===== config.mk =====
export PLATFORM = sky130hd
export DESIGN_NAME = qllm_area_mac
export DESIGN_NICKNAME = d
export VERILOG_FILES = /design/src/design/queue_little_law_monitor_core_defines.svh /design/src/design/qllm_pkg.sv /design/src/design/qllm_area_mac.sv
export SDC_FILE = /design/constraint.sdc
export NUM_CORES = 2
export LEC_CHECK = 0
export BUFFER_PORTS_ARGS = -buffer_cell sky130_fd_sc_hd__buf_2
export CAP_MARGIN = 15
export CORE_ASPECT_RATIO = 0.5
export CORE_MARGIN = 3
export CORE_UTILIZATION = 35
export DETAILED_ROUTE_END_ITERATION = 10
export MAX_ROUTING_LAYER = met4
export PLACE_DENSITY_LB_ADDON = 0.12
export SLEW_MARGIN = 5
export SYNTH_ARGS = -nofsm -noshare
export SYNTH_HDL_FRONTEND = slang
export SYNTH_SLANG_ARGS = --single-unit

===== constraint.sdc =====
create_clock -name vclk -period 39.6
set_input_delay 7.92 -clock vclk [all_inputs]
set_output_delay 7.92 -clock vclk [all_outputs]
set_load 0.005 [all_outputs]

===== src/design/queue_little_law_monitor_core_defines.svh =====
// ----------------------------------------------------------------------------
// Assertion macros for the queue monitor
// Clocked on aclk and disabled while aresetn is low.
// ----------------------------------------------------------------------------
`ifndef QUEUE_LITTLE_LAW_MONITOR_CORE_DEFINES_SVH
`define QUEUE_LITTLE_LAW_MONITOR_CORE_DEFINES_SVH

`ifndef SYNTHESIS

// Invariant that must hold at every clock edge
`define QLLM_ASSERT_ALWAYS(label, cond, msg) \
    label: assert property (@(posedge aclk) disable iff (!aresetn) (cond)) \
        else $error(msg);

// Condition in one cycle implies a consequence in the next
`define QLLM_ASSERT_NEXT(label, pre, post, msg) \
    label: assert property (@(posedge aclk) disable iff (!aresetn) (pre) |=> (post)) \
        else $error(msg);

`else

`define QLLM_ASSERT_ALWAYS(label, cond, msg)
`define QLLM_ASSERT_NEXT(label, pre, post, msg)

`endif

`endif


===== src/design/qllm_pkg.sv =====
`timescale 1ns / 1ps
// ----------------------------------------------------------------------------
// qllm_pkg
// Widths, command codes and helpers shared by the queue monitor.
// ----------------------------------------------------------------------------
package qllm_pkg;

    localparam int TIME_BITS = 32;
    localparam int ACC_BITS  = 64;
    localparam int CNT_BITS  = 32;

    localparam int FIELD_T_W = 32;
    localparam int EXT_W     = (TIME_BITS > FIELD_T_W) ? TIME_BITS : FIELD_T_W;
    localparam int PROD_W    = TIME_BITS + CNT_BITS;
    localparam int SUM_W     = ((PROD_W > ACC_BITS) ? PROD_W : ACC_BITS) + 1;

    localparam logic [ACC_BITS-1:0]  ACC_MAX  = '1;
    localparam logic [TIME_BITS-1:0] TIME_MAX = '1;
    localparam logic [CNT_BITS-1:0]  CNT_MAX  = '1;

    localparam int CMD_W      = 2;
    localparam int S_TDATA_W  = 64;
    localparam int M_FIELDS_W = 417;
    localparam int M_TDATA_W  = ((M_FIELDS_W + 7) / 8) * 8;
    localparam int M_TUSER_W  = 1;

    typedef enum logic [CMD_W-1:0] {
        CMD_ARRIVAL   = 2'd0,
        CMD_DEPARTURE = 2'd1,
        CMD_FINISH    = 2'd2
    } command_t;

    // Bring a 32-bit timestamp field to the internal time width
    function automatic logic [TIME_BITS-1:0] to_time(input logic [FIELD_T_W-1:0] v);
        logic [EXT_W-1:0] x;
        x = EXT_W'(v);
        return x[TIME_BITS-1:0];
    endfunction

    // Bring an internal time to the 32-bit output field
    function automatic logic [FIELD_T_W-1:0] from_time(input logic [TIME_BITS-1:0] v);
        logic [EXT_W-1:0] x;
        x = EXT_W'(v);
        return x[FIELD_T_W-1:0];
    endfunction

    function automatic logic [CNT_BITS-1:0] inc_sat(input logic [CNT_BITS-1:0] v);
        return (v == CNT_MAX) ? v : v + CNT_BITS'(1);
    endfunction

endpackage


===== src/design/qllm_area_mac.sv =====
`timescale 1ns / 1ps
// ----------------------------------------------------------------------------
// qllm_area_mac
// Saturating time-weighted area update: area + (t - last) * count.
// ----------------------------------------------------------------------------
module qllm_area_mac
    import qllm_pkg::*;
(
    input  logic [ACC_BITS-1:0]  area,
    input  logic [TIME_BITS-1:0] last_time,
    input  logic [TIME_BITS-1:0] now_time,
    input  logic [CNT_BITS-1:0]  count,
    output logic [ACC_BITS-1:0]  area_upd
);

    logic [TIME_BITS-1:0] delta;
    logic [PROD_W-1:0]    prod;
    logic [SUM_W-1:0]     sum;

    always_comb begin
        // the caller guarantees now_time is not below last_time
        delta = now_time - last_time;
        prod  = PROD_W'(delta) * PROD_W'(count);
        sum   = SUM_W'(area) + SUM_W'(prod);
        if (sum > SUM_W'(ACC_MAX)) begin
            area_upd = ACC_MAX;
        end else begin
            area_upd = sum[ACC_BITS-1:0];
        end
    end

endmodule


==> reports/qor.yml <==
status: "completed"
syn_nets: 5855
wl_met1_um: 55300
multi_input_area_mm2: 0.0340
cts_hold_buf: 0
top_layer_used: "met4"
critPathCaptureType: "output port"
wl_per_cell_um: 21.2
clockBufferCount: 0
drive_gt1_share_pct: 8.33
ios: 224
hold_class: "in -> out"
grt_pass1_wl_um: 196000
slew_headroom_pct: 19.7
die_w_um: 477
post_cts_buffers: 0
die_y_um: 241
synthCells: 4454
drt_iter0_markers: 1970
hpwl_um: 97000
post_dp_cell_area_mm2: 0.0413
overflow: 0
row_count: 85
slowest_stage: "fa_1"
fmax_ghz: 0.0375
synth.top_cell.area_share_pct: 49.6
stdcell_count: 5929
critPathMaxFanout: 64
synth_commonest_cells: "inv_1, fa_1, nand2_1"
synth_most_common_cell: "inv_1"
grt_pass1_vias: 32572
wl_met3_um: 5590
start_kind: "input port"
period_minus_slack_ns: 26.67
ant_nets: 0
nets: 5843
fin_area_mm2: 0.0413
cpPeakStageDelay_ns: 0.55
dp.cells: 5919
drtPass1Iterations: 7
port_buffers: 224
drc_errors: 0
area.growth.synth_to_final_pct: 6.51
synth_warnings: 0
ys_types: 75
syn_area_per_cell_um2: 8.72
rsz0062_at_grt: "no"
yosysSeqAreaShare_pct: 0
grt_usage_pct: 22.9
grt_max_degree: 126
antenna_found_initial: 9
dieArea_mm2: 0.115
finalCritPeriodShare_pct: 67.3
worstPathArrival_ns: 18.75
worstSetupPathType: "in -> out"
drv_cap: 0
met2RoutedLength_um: 61800
setup_viol: 0
vias_per_cell: 5.05
routabilityCongestion: 0.881
synth_area_leader_cell: "fa_1"
initial_core_util_pct: 35.7
final_core_util_pct: 38.0
cp_common_cell: "fa_1"
nFlopsAndLatches: 0
n_fill_cell: 11245
worstMarginPinSlew_ns: 1.20
vias: 29927
setup_tns_ns: 0
regArea_um2: 0
final_hold_viol_count: 0
synth_area_leaders: "fa_1, inv_1, ha_1"
cts_resized: 0
slew_viol_final: 0
syn_area_mm2: 0.0388
coreArea_mm2: 0.109
totalWireLength_um: 126000
worstPathRequired_ns: 31.68
layout make-up:
type	count	area share [%]
timing repair buffer	282	3.76
antenna	10	0.0605
tap	1479	4.48
inverter	1035	9.40
multi-input combinational	3123	82.3
stage by stage:
step / setup WS (ns) / hold WS (ns)
3_5_place_dp: 12.96 / 16.23
2_1_floorplan: 15.29 / 16.04
6_report: 12.93 / 16.22
4_1_cts: 12.94 / 16.23
5_1_grt: 12.32 / 16.26
3_3_place_gp: 13.05 / 16.22
per-layer routing:
metal	up-vias	GRT usage (%)
met2	700	38.6
met5	-	-
li1	13299	-
met1	15786	30.1
met4	0	5.27
met3	142	1.90
critical path, delay by kind of cell:
family | cells | cell delay (ns)
adders and majority gates | 11 | 5.08
AOI/OAI and AO/OA | 12 | 2.81
buffers and inverters | 7 | 1.53
and+or+nand+nor | 5 | 1.32
cell families (layout without fill, tap and decap cells):
kind of cell    Yosys count  count (layout)  synth area share (%)
simple gates           1425            1425                  20.1
compound gates          376             376                  6.48
buf+inv                1331            1317                  13.0
xor+xnor                 80              80                  1.80
other cells               0              10                     0
mux                       1               1                0.0258
fa+ha+maj              1241            1241                  58.6
layout by cell type (no fill, tap or decap), types with 22 or more instances in the layout:
master,synthesis,routed
a21oi_1,110,109
and4_1,35,35
a311oi_1,32,32
nand2_1,515,515
o21ai_0,60,60
and3b_1,23,23
nand2b_1,38,38
buf_2,21,224
buf_4,2,58
nor2b_1,52,52
fa_1,962,962
inv_1,1035,1035
nor2_1,52,51
o211ai_1,32,32
nand4_1,51,51
or4b_2,22,22
xnor2_1,51,36
nor4b_1,32,32
ha_1,279,277
a21o_1,28,27
and2_1,510,510
path summary, 6_finish.rpt:
kind                            to  depth (start not counted)         start  slack (ns)
worst max-delay path  area_upd[31]                         35  last_time[0]       12.93
worst min-delay path   area_upd[0]                          4       area[0]       16.22
